File: src/hdl/mcls_ram.sv
`timescale 1ns / 1ps
// Generic single-write, single-read RAM with a registered read port.
// Depends on nothing; used for the edge, side and visit order stores.
module mcls_ram #(
    parameter int WIDTH = 8,
    parameter int DEPTH = 16,
    localparam int AW = (DEPTH > 1) ? $clog2(DEPTH) : 1
) (
    input  logic             i_clk,
    input  logic             i_we,
    input  logic [AW-1:0]    i_waddr,
    input  logic [WIDTH-1:0] i_wdata,
    input  logic             i_re,
    input  logic [AW-1:0]    i_raddr,
    output logic [WIDTH-1:0] o_rdata
);

    logic [WIDTH-1:0] r_mem [DEPTH];
    logic [WIDTH-1:0] r_rdata;

    // Write port.
    always_ff @(posedge i_clk) begin
        if (i_we) begin
            r_mem[i_waddr] <= i_wdata;
        end
    end

    // Read port; the data holds while no read is issued.
    always_ff @(posedge i_clk) begin
        if (i_re) begin
            r_rdata <= r_mem[i_raddr];
        end
    end

    assign o_rdata = r_rdata;

endmodule

File: config.mk
export PLATFORM = sky130hd
export DESIGN_NAME = mcls_ram
export DESIGN_NICKNAME = d
export VERILOG_FILES = /design/src/hdl/mcls_ram.sv
export SDC_FILE = /design/constraint.sdc
export NUM_CORES = 1
export LEC_CHECK = 0
export ABC_AREA = 0
export ABC_CLOCK_PERIOD_IN_PS = 2650
export BUFFER_PORTS_ARGS = -buffer_cell sky130_fd_sc_hd__buf_2
export CAP_MARGIN = 15
export CORE_MARGIN = 1
export CORE_UTILIZATION = 50
export DETAILED_ROUTE_END_ITERATION = 6
export PLACE_DENSITY = 0.65
export RECOVER_POWER = 25
export SLEW_MARGIN = 15
export SYNTH_ARGS = -nofsm -noshare
export SYNTH_HDL_FRONTEND = slang
export SYNTH_SLANG_ARGS = --single-unit
File: constraint.sdc
create_clock -name i_clk -period 2.65 [get_ports i_clk]
set_input_delay 0 -clock i_clk [delete_from_list [all_inputs] [get_ports i_clk]]
set_output_delay 0 -clock i_clk [all_outputs]
set_load 0.005 [all_outputs]
==> results by group <==
Run status
  – Status: finished clean

Synth
  – Cells after synthesis: 229
  – Unique masters post-synth: 18
  – Seq cells post-synth: 136
  – Syn_area_per_cell: 22.8 um2
  – Post-Syn Nets: 248
  – Yosys warning total: 0
  – Post-Syn Area: 5230 um2
  – Sequential-to-total area share from yosys stat: 78.1%

Place
  – Hpwl dp: 6050 um
  – Port buffer count: 26
  – GP Congestion: 0.710

Finish
  – ANT cells: 0
  – Final #Nets: 302
  – Layout cells sized above 1: 25.7%
  – Area Overhead vs Synth: 19.6%
  – Filler Cell Count: 690

Setup path
  – Crit Path Class: reg -> reg
  – CP cell instances: mux4_1 -> a22oi_1 -> nand2_1
  – Critical path peak fanout: 1
  – Critical Path Start Type: register
  – CP arrival: 1790 ps
  – Max stage delay cell, worst path: mux4_1
  – CP Capture Type: register
  – CP max stage delay: 510 ps
  – FF-to-FF path depth: 3
  – CP Data Required Time: 2900 ps

STA
  – Slew @ Worst Pin: 1020 ps
  – Worst slew margin: 32.0%
  – Total negative slack: 0 ps
  – Final setup fails: 0
  – Post-layout min period: 1540 ps
  – Max Clock Freq: 649 MHz
  – Setup Skew: 6.37 ps
  – Slew Viols, Final: 0
  – RSZ-0062 raised after global routing: false
  – Post-route clock period utilization: 58.2%
  – Final-report hold violation count: 0

Clock network
  – Total CTS buffers: 17
  – CTS sink count: 136
  – Clock slew seen by the registers of the worst setup and hold paths: 60 ps
  – TritonCTS clock tree: done
  – Clock Latency Late Sink: 510 ps
  – H-tree depth: 4
  – Max Buffers Root-to-Sink: 2
  – Root Driver: clkbuf_8
  – Post-cts repair resize count: 0

Routing
  – Detailed router's first-iteration violation count: 118
  – Drt drc: 0
  – Drt wl/cell: 22.4 um
  – First-pass DRT Iterations: 4
  – Total number of vias: 2413
  – Routed WL: 9590 um
  – Antenna viol nets, final: 0
  – Via density: 5.62

Run
  – Max-cap violations: 0

Power
  – Pleak: 0.00209 uW
  – Power Dens Cells: 833 nW/um2
  – Max rail drop VDD: 0.433 mV
  – Overall power: 5210 uW

Floorplan
  – Row Count: 36
  – Die area: 10900 um2
  – Die Width: 104 um
  – CORE AREA: 9950 um2
  – I/O Pins: 27
  – Die height: 104 um
  – Initial core utilization: 52.5%

Min path
  – Hold depth: 3
  – Hold Crit Class: in -> reg

Global route
  – Global Route Usage Sum: 19.9%
  – Largest net degree at the start of global routing: 20
  – First-pass GRT wire length: 14900 um
  – GR Overflow Total: 0
  – Vias in the first global route: 2537
  – Initial antenna violation count: 0
[power by group]
group	leakage (uW)	internal, uW	switching [uW]	total (uW)
logic	0.000544	96.4	122	219
clock network	0.000309	1710	840	2550
registers	0.00124	2430	12.9	2440
total	0.00209	4230	975	5210
[repair_timing]
action | CTS | global route
setup buffers | 0 | 0
endpoints found under the hold margin | 136 | 0
hold buffers | 9 | 0
[worst max-delay path, delay by kind of cell, from the launching register on]
family	cells	cell delay [ps]
AOI/OAI and AO/OA	1	270
DFF	1	380
muxes	1	510
and+or+nand+nor	1	120
[metal layers]
layer	vias to the layer above	GRT usage [%]	part of all wire (%)
li1	1090	-	-
met3	7	5.45	4.1
met2	77	30.6	49
met1	1239	27.2	45
met4	0	8.27	1.4
met5	-	0	0
[cell usage in the layout, fill, tap and decap left out]
cell type,n
nand2_1,9
buf_12,1
nor3_1,4
nand3b_1,2
nand3_1,1
clkinv_4,2
mux4_2,18
and2_1,1
a22oi_1,16
bufinv_16,6
clkinv_1,1
dlygate4sd3_1,9
buf_4,8
and2b_1,1
clkbuf_1,10
nor2_1,13
edfxtp_1,136
clkinv_2,2
buf_2,19
nand2b_1,2
or3b_2,1
clkbuf_16,16
clkbuf_8,1
nor2b_1,1
mux4_1,14
clkinvlp_4,2
[Yosys cell counts (all sizes together)]
master         number  area share (%)
nand2               9            0.65
clkdlybuf4s25       3            0.57
buf                 7             1.1
nor2b               1            0.12
a22oi              16             2.3
edfxtp            136              78
and2                1            0.12
nand3b              2            0.29
nand3               1           0.096
nand2b              2            0.24
nor3                4            0.38
or3b                1            0.17
mux4               32              15
and2b               1            0.14
nor2               13            0.93
[cell type report]
class	count	area [um2]	area share (%)
clock buffer	19	422	6.75
clock inverter	13	226	3.62
multi-input combinational	83	1060	16.9
sequential	136	4080	65.3
tap	133	166	2.66
timing repair buffer	45	295	4.72
[stage by stage]
step | instances | hold slack, ps | cell area (um2) | setup WS, ps | util (%)
after floorplan | 229 | 98.9 | 5230 | 1160 | -
after global placement | 388 | 379 | 5530 | 719 | 55.5
after detailed placement | 388 | 374 | 5530 | 686 | 55.5
after CTS | 429 | 9.45 | 6260 | 1120 | 62.9
after global routing | 429 | 46.8 | 6250 | 1080 | 62.8
final | 429 | 39.1 | 6250 | 1110 | 62.8
[kinds of logic after synthesis]
kind of cell	share of synthesized area (%)
AND/OR/NAND/NOR	3.14
multiplexers	14.8
flip-flops	78.1
AO/OA/AOI/OAI	2.30
buffers and inverters	1.65
[state kept, by name (all words and copies together) (netlist names)]
name	cells
r_mem	128
o_rdata	8
[final timing paths]
path | from | endpoint | slack, ps
max reg2reg | r_mem[8][1] | o_rdata[1] | 1110
min | i_waddr[0] | r_mem[4][6] | 40
max | r_mem[8][1] | o_rdata[1] | 1110
min reg2reg | r_mem[14][5] | o_rdata[5] | 750
No activity file was read; power rests on OpenSTA's default activity.
