===== config.mk =====
export PLATFORM = sky130hd
export DESIGN_NAME = mcls_acc
export DESIGN_NICKNAME = d
export VERILOG_FILES = /design/src/hdl/mcls_pkg.sv /design/src/hdl/mcls_acc.sv
export SDC_FILE = /design/constraint.sdc
export NUM_CORES = 1
export LEC_CHECK = 0
export BUFFER_PORTS_ARGS = -buffer_cell sky130_fd_sc_hd__buf_2
export CORE_AREA = 2 2 98 81
export CTS_CLUSTER_SIZE = 12
export DETAILED_ROUTE_END_ITERATION = 12
export DIE_AREA = 0 0 100 83
export PLACE_DENSITY = 0.72
export SETUP_SLACK_MARGIN = 0.02
export SYNTH_ARGS = -nofsm -noshare
export SYNTH_HDL_FRONTEND = slang
export SYNTH_SLANG_ARGS = --single-unit

===== constraint.sdc =====
create_clock -name i_clk -period 4.2 [get_ports i_clk]
set_clock_uncertainty 0.1 [all_clocks]
set_input_delay 0.42 -clock i_clk [delete_from_list [all_inputs] [get_ports i_clk]]
set_output_delay 0.42 -clock i_clk [all_outputs]
set_load 0.01 [all_outputs]

===== src/hdl/mcls_pkg.sv =====
`timescale 1ns / 1ps
// Shared types, field widths and codes for the max-cut one-flip local search block.
// Depends on nothing; the top level, the accumulator and the testbench import it.
package mcls_pkg;

    // Default sizing of the stores.
    localparam int DEF_MAX_VERTICES = 1024;
    localparam int DEF_MAX_EDGES    = 4096;

    // Field widths.
    localparam int OP_W   = 3;
    localparam int VTX_W  = 10;
    localparam int WGT_W  = 16;
    localparam int CUT_W  = 32;
    localparam int FLIP_W = 20;
    localparam int PASS_W = 8;
    localparam int STAT_W = 2;
    localparam int VCNT_W = 11;
    localparam int APB_AW = 3;
    localparam int APB_DW = 32;

    // Register reset values.
    localparam logic [VCNT_W-1:0] VCNT_RESET = 11'd1024;
    localparam logic [PASS_W-1:0] PLIM_RESET = 8'd255;

    // Saturation point of the flip counter.
    localparam logic [FLIP_W-1:0] FLIP_MAX = '1;

    // Operation codes.
    localparam logic [OP_W-1:0] OP_CLEAR     = 3'd0;
    localparam logic [OP_W-1:0] OP_ADD_EDGE  = 3'd1;
    localparam logic [OP_W-1:0] OP_SET_SIDE  = 3'd2;
    localparam logic [OP_W-1:0] OP_SET_ORDER = 3'd3;
    localparam logic [OP_W-1:0] OP_RUN       = 3'd4;
    localparam logic [OP_W-1:0] OP_READ_SIDE = 3'd5;

    // Status codes.
    localparam logic [STAT_W-1:0] STAT_OK    = 2'd0;
    localparam logic [STAT_W-1:0] STAT_FULL  = 2'd1;
    localparam logic [STAT_W-1:0] STAT_RANGE = 2'd2;

    // Register indexes, taken from byte address bit 2.
    localparam logic REG_VERTEX_COUNT = 1'b0;
    localparam logic REG_PASS_LIMIT   = 1'b1;

    // One input item.
    typedef struct packed {
        logic [OP_W-1:0]         operation;
        logic [VTX_W-1:0]        vertex_a;
        logic [VTX_W-1:0]        vertex_b;
        logic signed [WGT_W-1:0] edge_weight;
        logic                    side_in;
        logic [VTX_W-1:0]        position;
    } t_item;

    // One result item.
    typedef struct packed {
        logic                    side_out;
        logic signed [CUT_W-1:0] cut_weight;
        logic [FLIP_W-1:0]       flip_count;
        logic [PASS_W-1:0]       pass_count;
        logic [STAT_W-1:0]       status;
    } t_result;

    // One entry of the edge store.
    typedef struct packed {
        logic [VTX_W-1:0]        a;
        logic [VTX_W-1:0]        b;
        logic signed [WGT_W-1:0] w;
    } t_edge;

    // Control of the shared accumulator.
    typedef struct packed {
        logic clr;
        logic add;
        logic sub;
    } t_acc_ctl;

endpackage


===== src/hdl/mcls_acc.sv =====
`timescale 1ns / 1ps
// Shared add/subtract accumulator used for the flip sums and for the cut weight.
// Depends on mcls_pkg.
module mcls_acc #(
    parameter int MAX_EDGES = mcls_pkg::DEF_MAX_EDGES
) (
    input  logic                                 i_clk,
    input  mcls_pkg::t_acc_ctl                   i_ctl,
    input  logic signed [mcls_pkg::WGT_W-1:0]    i_weight,
    output logic                                 o_positive,
    output logic signed [mcls_pkg::CUT_W-1:0]    o_cut
);
    import mcls_pkg::*;

    // Every stored edge contributes at most once to either sum.
    localparam int ACC_W = WGT_W + 1 + $clog2(MAX_EDGES + 1);
    localparam int SAT_W = (ACC_W > CUT_W) ? ACC_W : CUT_W + 1;

    logic signed [ACC_W-1:0] r_acc;
    logic signed [ACC_W-1:0] w_ext;
    logic signed [ACC_W-1:0] w_term;
    logic signed [SAT_W-1:0] w_wide;
    logic signed [SAT_W-1:0] w_hi;
    logic signed [SAT_W-1:0] w_lo;
    logic signed [SAT_W-1:0] w_sat;

    // Sign-extended weight, negated when the neighbour lies on the other side.
    assign w_ext  = ACC_W'(i_weight);
    assign w_term = i_ctl.sub ? -w_ext : w_ext;

    always_ff @(posedge i_clk) begin
        if (i_ctl.clr) begin
            r_acc <= '0;
        end else if (i_ctl.add) begin
            r_acc <= r_acc + w_term;
        end
    end

    // Strictly positive sum means the vertex gains by flipping.
    assign o_positive = !r_acc[ACC_W-1] && (r_acc != '0);

    // Clamp to the signed 32-bit range.
    assign w_wide = SAT_W'(r_acc);
    assign w_hi   = SAT_W'(32'sh7FFF_FFFF);
    assign w_lo   = SAT_W'(32'sh8000_0000);

    always_comb begin
        if (w_wide > w_hi) begin
            w_sat = w_hi;
        end else if (w_wide < w_lo) begin
            w_sat = w_lo;
        end else begin
            w_sat = w_wide;
        end
    end

    assign o_cut = CUT_W'(w_sat);

endmodule


==> impl_metrics.tcl, run 1 <==
set metrics [dict create \
    status "complete, no violations" \
    syn_area_um2 3189 \
    synth_nets 476 \
    fin_nets 572 \
    drt-total-wl_um 10290 \
    period_needed_ps 4182 \
    met3_usage 0.03788 \
    yosysMostFrequentCell "o21ai_0" \
    fin_crit_sh 0.9958 \
    vias 3650 \
    worst-endpoint-arrival_ps 4260 \
    cts.htree.levels 2 \
    critical_path_class "input pin to flip-flop" \
    stdcell_count 605 \
    dr.first_iter.drc_count 197 \
    diodes 0 \
    worst_pin_slew_ps 798.9 \
    layout-drive-gt1-share 0.2854 \
    setup_tns_ps 0 \
    dp.cells 592 \
    drt_pass1_iterations 5 \
    antenna_found_initial 0 \
    grt-ovfl-total 0 \
    hold_class "flip-flop to flip-flop" \
    synth.distinct_cells 59 \
    clkSlewWorstSetupHoldPaths_ps 70 \
    seq_area_frac_synth 0.1883 \
    relSlewSlack 0.4668 \
    required_ps 4280 \
    cp-end-kind "flip-flop" \
    rows 28 \
    clk_latency_ps 300 \
    wl_per_cell_um 17.00 \
    use_met2 0.3710 \
    synth.top_cells.by_area "dfxtp_1 19%, ha_1 14%, o21ai_0 6.3%" \
    root_buffer "clkbuf_8" \
    grtUsageMet1 0.3459 \
    gr-usage-all-layers 0.2432 \
    drv_slew 0 \
    p_per_area_nw_per_um2 385.9 \
    cts_buffers 5 \
    finalPower_w 0.001587 \
    die_w_um 100 \
    synthTopCellsByCount "40 x o21ai_0, 37 x nand2_1, 36 x ha_1, 34 x a21oi_1, 34 x nor2_1" \
    max_flop_register "r_acc" \
    ys.flop_type "dfxtp_1" \
    crit_fanout 4 \
    largestRegisters "r_acc (30)" \
    portBuffers 52 \
    synth_edf_count 0 \
    synth-seq-cells 30 \
    cts_tree "done" \
    setup_violations 0 \
    async_flop_share 0 \
    cts_hold_buf 0 \
    synth_top_cell_by_area "dfxtp_1" \
    ioPinCount 53 \
    hold_violations 0 \
    grt_first_pass_wirelength_um 16590 \
    avgSynthCellArea_um2 7.612 \
    synth_top_area_frac 0.1883 \
    cts_num_sinks 30 \
    clockBufferDepth 2 \
    fp.dieH_um 83 \
    finish.utilization 0.5646 \
    gp_congestion 0.9544 \
    synthCells 419 \
    rsz0062_at_grt "true" \
    grt_max_degree 32 \
    ir_drop_v 0.0002145 \
    syn2layout_area_growth_pct 28.99 \
    drv_cap 0 \
    vias_per_cell 6.033 \
    max_freq_ghz 0.2391 \
    yosysWarnings 0 \
    grt_pass1_vias 3427 \
    leakage_nw 1.938 \
    largest_register_ffs 30 \
    critPathLaunchType "input pin" \
    busiest_layer "met2" \
    drc 0 \
    die_area_um2 8300 \
    postRouteAntennaNets 0 \
    dpl.hpwl_um 7564 \
    start_util 0.4377 \
    core_um2 7287 \
]
-- timing repair --
action,in CTS,in global routing
pin swaps,3,9
buffers inserted,2,4
gates resized for setup,10,21
endpoints found under the setup margin,2,7
-- cells in the final DEF, fill, tap and decap left out, drive strengths merged, types with 7 or more instances in the layout --
cell,netlist,final
dfxtp,30,30
nand3,8,8
o21ai,41,41
nor3,13,13
clkbuf,14,7
nand2,37,37
nor4,7,7
ha,36,36
a21oi,34,34
inv,13,13
nor2,34,34
a21o,15,15
mux2i,10,10
xnor2,21,21
buf,5,108
-- cells by family (layout without fill, tap and decap cells) --
family,after synthesis,after routing,share of synthesized area
buffers and inverters,32,128,0.04472
XOR/XNOR,27,27,0.07415
multiplexers,12,12,0.03845
AND/OR/NAND/NOR,139,139,0.2232
AO/OA/AOI/OAI,142,142,0.2836
adder cells (fa/ha/maj),37,37,0.1475
flip-flops,30,30,0.1883
-- where the power goes --
| group | total [W] | internal (W) | switching, W |
|---|---|---|---|
| clock | 0.000234 | 0.000114 | 0.000120 |
| combinational | 0.000953 | 0.000439 | 0.000514 |
| sequential | 0.000400 | 0.000335 | 0.0000651 |
-- worst paths after layout --
check                          from                     end  slack (ps)  cells after the start
min reg2reg  r_acc[24]$_SDFFE_PP0P_  r_acc[24]$_SDFFE_PP0P_         410                      2
max                     i_weight[8]  r_acc[29]$_SDFFE_PP0P_          20                     17
min          r_acc[24]$_SDFFE_PP0P_  r_acc[24]$_SDFFE_PP0P_         410                      2
max reg2reg   r_acc[0]$_SDFFE_PP0P_  r_acc[28]$_SDFFE_PP0P_         900                     11
-- layer usage --
metal	share of wire	vias up
li1	-	1763
met1	0.47	1696
met2	0.44	159
met3	0.064	32
met4	0.025	0
met5	0	-
-- critical path: stages --
cell and delay (ps):
buf_6 90, or4_4 540, or3_4 340, or4_4 470, nor3_4 180, buf_6 140
buf_4 90, o21ai_0 80, ha_1 250, a21oi_2 220, o21ai_4 90, nor3_1 190
and3_4 240, o31ai_4 90, a221oi_2 250, mux2i_1 230, mux2_1 330
-- stage by stage --
step	cell area, µm²	worst slack [ps]	hold slack, ps
3_3_place_gp	3881	-421.8	397.5
6_report	4114	17.75	408.4
5_1_grt	4114	-138.2	448.0
4_1_cts	4015	22.01	414.3
3_5_place_dp	3881	-461.0	396.0
2_1_floorplan	3228	19.54	413.9
-- final cells by class --
class	count	area, µm²
Inverter	13	48.80
Clock buffer	7	76.32
Timing Repair Buffer	108	696.9
Tap cell	90	112.6
Sequential cell	30	600.6
Fill cell	696	3173
Multi-Input combinational cell	357	2579
Note: power is estimated with default switching activity, not from simulation.
==> run 2, diff against run 1 <==
CELL_PAD_IN_SITES_DETAIL_PLACEMENT = 0   (was unset)
CELL_PAD_IN_SITES_GLOBAL_PLACEMENT = 2   (was unset)
CORE_AREA = 2 2 119 98   (was 2 2 98 81)
DIE_AREA = 0 0 121 100   (was 0 0 100 83)
PLACE_DENSITY = 0.81   (was 0.72)
==> run 2 against run 1 <==
  * Die area rose by 46%
  * Combinational power rose by 4.8%
  * Flip-flop and latch count did not move
  * Register-to-register slack improved by 80 ps
  * Critical endpoint is now r_acc[26]$_SDFFE_PP0P_
  * Utilization fell by 16 points
  * Global-route usage fell by 6.8 points
  * Clock power rose by 79%
  * Largest power group unchanged
  * Via count fell by 3.2%
  * Final cell count rose by 12%
  * Maximum frequency rose by 0.70%
  * Sequential power rose by 1%
  * Final area rose by 9.0%
  * Critical path type unchanged
==> impl_metrics.tcl, run 2 (synthesis results as in run 1) <==
set metrics [dict create \
    status "complete, no violations" \
    core_um2 11080 \
    cp_slowest_cell "or4_4" \
    drv_cap 0 \
    crit_chain "buf_6 -> or4_4 -> or3_4 -> or4_4 -> nor3_4 -> buf_4 -> o21ai_2 -> buf_4 -> ha_4 -> o21ai_1 -> o21bai_1 -> a21o_1 -> a21o_1 -> o21ba_4 -> or4_1 -> a31oi_1 -> nor3_1" \
    max_flop_register "r_acc" \
    reg2reg_to "r_acc[28]$_SDFFE_PP0P_" \
    critical_path_class "input pin to flip-flop" \
    rows 35 \
    cp-end-kind "flip-flop" \
    pwr-share-comb 0.548 \
    r2r_start "r_acc[0]$_SDFFE_PP0P_" \
    ir_drop_v 0.0001578 \
    finalPower_w 0.001823 \
    postRouteAntennaNets 0 \
    fin_crit_sh 0.9889 \
    start_util 0.2879 \
    die_area_um2 12100 \
    cts_buffers 5 \
    largest_register_ffs 30 \
    hold_violations 0 \
    clockBufferDepth 2 \
    vias_per_cell 5.199 \
    clk_latency_ps 290 \
    cts_num_sinks 30 \
    netSwitchingFraction 0.4002 \
    cts.htree.levels 2 \
    drc 0 \
    cts_tree "done" \
    period_needed_ps 4153 \
    fp.dieH_um 100 \
    rsz0062_at_grt "true" \
    grt_max_degree 32 \
    vias 3535 \
    rrSetupSlack_ps 980 \
    clkSlewWorstSetupHoldPaths_ps 50 \
    grt_pass1_vias 3275 \
    p_per_area_nw_per_um2 406.6 \
    p_sw_w 0.0007295 \
    grt_first_pass_wirelength_um 16700 \
    wl_per_cell_um 15.62 \
    reg2reg_depth 11 \
    drv_slew 0 \
    critPathLaunchType "input pin" \
    critPathBufInv 3 \
    die_w_um 121 \
    mostFrequentLayoutCell "buf_4" \
    setup_violations 0 \
    crit_fanout 4 \
    fin_nets 588 \
    diodes 0 \
    hold_class "flip-flop to flip-flop" \
    leakage_nw 2.070 \
    dr.first_iter.drc_count 140 \
    crit_family "simple AND/OR/NAND/NOR gates" \
    slowest_delay_ps 520 \
    ioPinCount 53 \
    p_int_w 0.001093 \
    finalInstanceArea_um2 4483 \
    crit_start "i_weight[8]" \
    drt_pass1_iterations 4 \
    root_buffer "clkbuf_16" \
    final_cell_mix "71 x buf_4, 50 x buf_2, 35 x nand2_1, 33 x nor2_1, 33 x ha_1" \
    seqPwrFrac 0.222 \
    syn2layout_area_growth_pct 40.56 \
    drt-total-wl_um 10620 \
    dpl-instance-area_um2 4066 \
    relSlewSlack 0.5294 \
    max_freq_ghz 0.2408 \
    worst-endpoint-arrival_ps 4210 \
    cp-endpoint "r_acc[26]$_SDFFE_PP0P_" \
    gp_congestion 0.8826 \
    power_frac_clock 0.230 \
    required_ps 4260 \
    cp_num_cells 17 \
    largestRegisters "r_acc (30)" \
    finish.utilization 0.4046 \
    whs_ps 423.6 \
    gr-usage-all-layers 0.1752 \
    antenna_found_initial 0 \
    dpl.hpwl_um 8190 \
    layout-drive-gt1-share 0.3271 \
    portBuffers 52 \
    worst_pin_slew_ps 706.0 \
    grt-ovfl-total 0 \
]
## run 2: cell count changes in the layout (fill, tap and decap cells not counted), moves of 3 or more
cell	before	now
clkbuf_8	5	0
ha_1	36	33
ha_4	0	3
buf_4	55	71
clkbuf_16	0	5
## run 2: metrics by stage
stage	TNS, ps	setup WS, ps	cells
CTS	-41.68	-41.68	673
finish	0	46.73	680
global placement	-1301	-272.3	665
floorplan	0	19.54	419
global route	-292.7	-116.9	680
detailed placement	-1752	-354.7	665
## run 2: power by group through the flow
stage	sequential, W	clock (W)	combinational [W]
after CTS	0.000403	0.000425	0.000914
after detailed placement	0.000409	0	0.000903
after global routing	0.000414	0.000439	0.00110
final	0.000405	0.000418	0.000999
after global placement	0.000408	0	0.000897
after floorplan	0.000411	0	0.000547
## run 2: routing by layer
metal | share of wire | wire, µm | GRT usage
met4 | 0.012 | 132 | 0.03399
met3 | 0.052 | 548 | 0.03295
met5 | 0 | 0 | 0
met2 | 0.44 | 4657 | 0.2740
met1 | 0.50 | 5286 | 0.2517
## run 2: area by class of cell
type / instances / area [µm²]
clock buffers: 5 / 125.1
inverters: 13 / 48.80
multi-input cells: 357 / 2666
well taps: 148 / 185.2
fillers: 1153 / 6596
clock inverters: 3 / 40.04
repair buffers: 124 / 817.0
flip-flops and latches: 30 / 600.6
## run 2: how the worst min path moves through the flow
stage | from | to | cells after the start
6_report | r_acc[24]$_SDFFE_PP0P_ | r_acc[24]$_SDFFE_PP0P_ | 2
5_1_grt | r_acc[24]$_SDFFE_PP0P_ | r_acc[24]$_SDFFE_PP0P_ | 2
4_1_cts | r_acc[24]$_SDFFE_PP0P_ | r_acc[24]$_SDFFE_PP0P_ | 2
3_5_place_dp | r_acc[24]$_SDFFE_PP0P_ | r_acc[24]$_SDFFE_PP0P_ | 2
3_3_place_gp | r_acc[24]$_SDFFE_PP0P_ | r_acc[24]$_SDFFE_PP0P_ | 2
2_1_floorplan | r_acc[6]$_SDFFE_PP0P_ | r_acc[6]$_SDFFE_PP0P_ | 2
## run 2: tightest hold or removal path, delay by kind of cell (launching register included)
kind / cells / cell delay [ps]
flip-flops: 1 / 340
AND/OR/NAND/NOR: 1 / 80
AO/OA/AOI/OAI: 1 / 60
## run 2: repair_timing
| action | 4_1_cts | 5_1_grt |
|---|---|---|
| pin swaps | 0 | 10 |
| hold buffers | 0 | 0 |
| setup buffers | 0 | 7 |
| gates resized for setup | 4 | 39 |
| setup endpoints to repair | 4 | 8 |
| hold endpoints to repair | 0 | 0 |
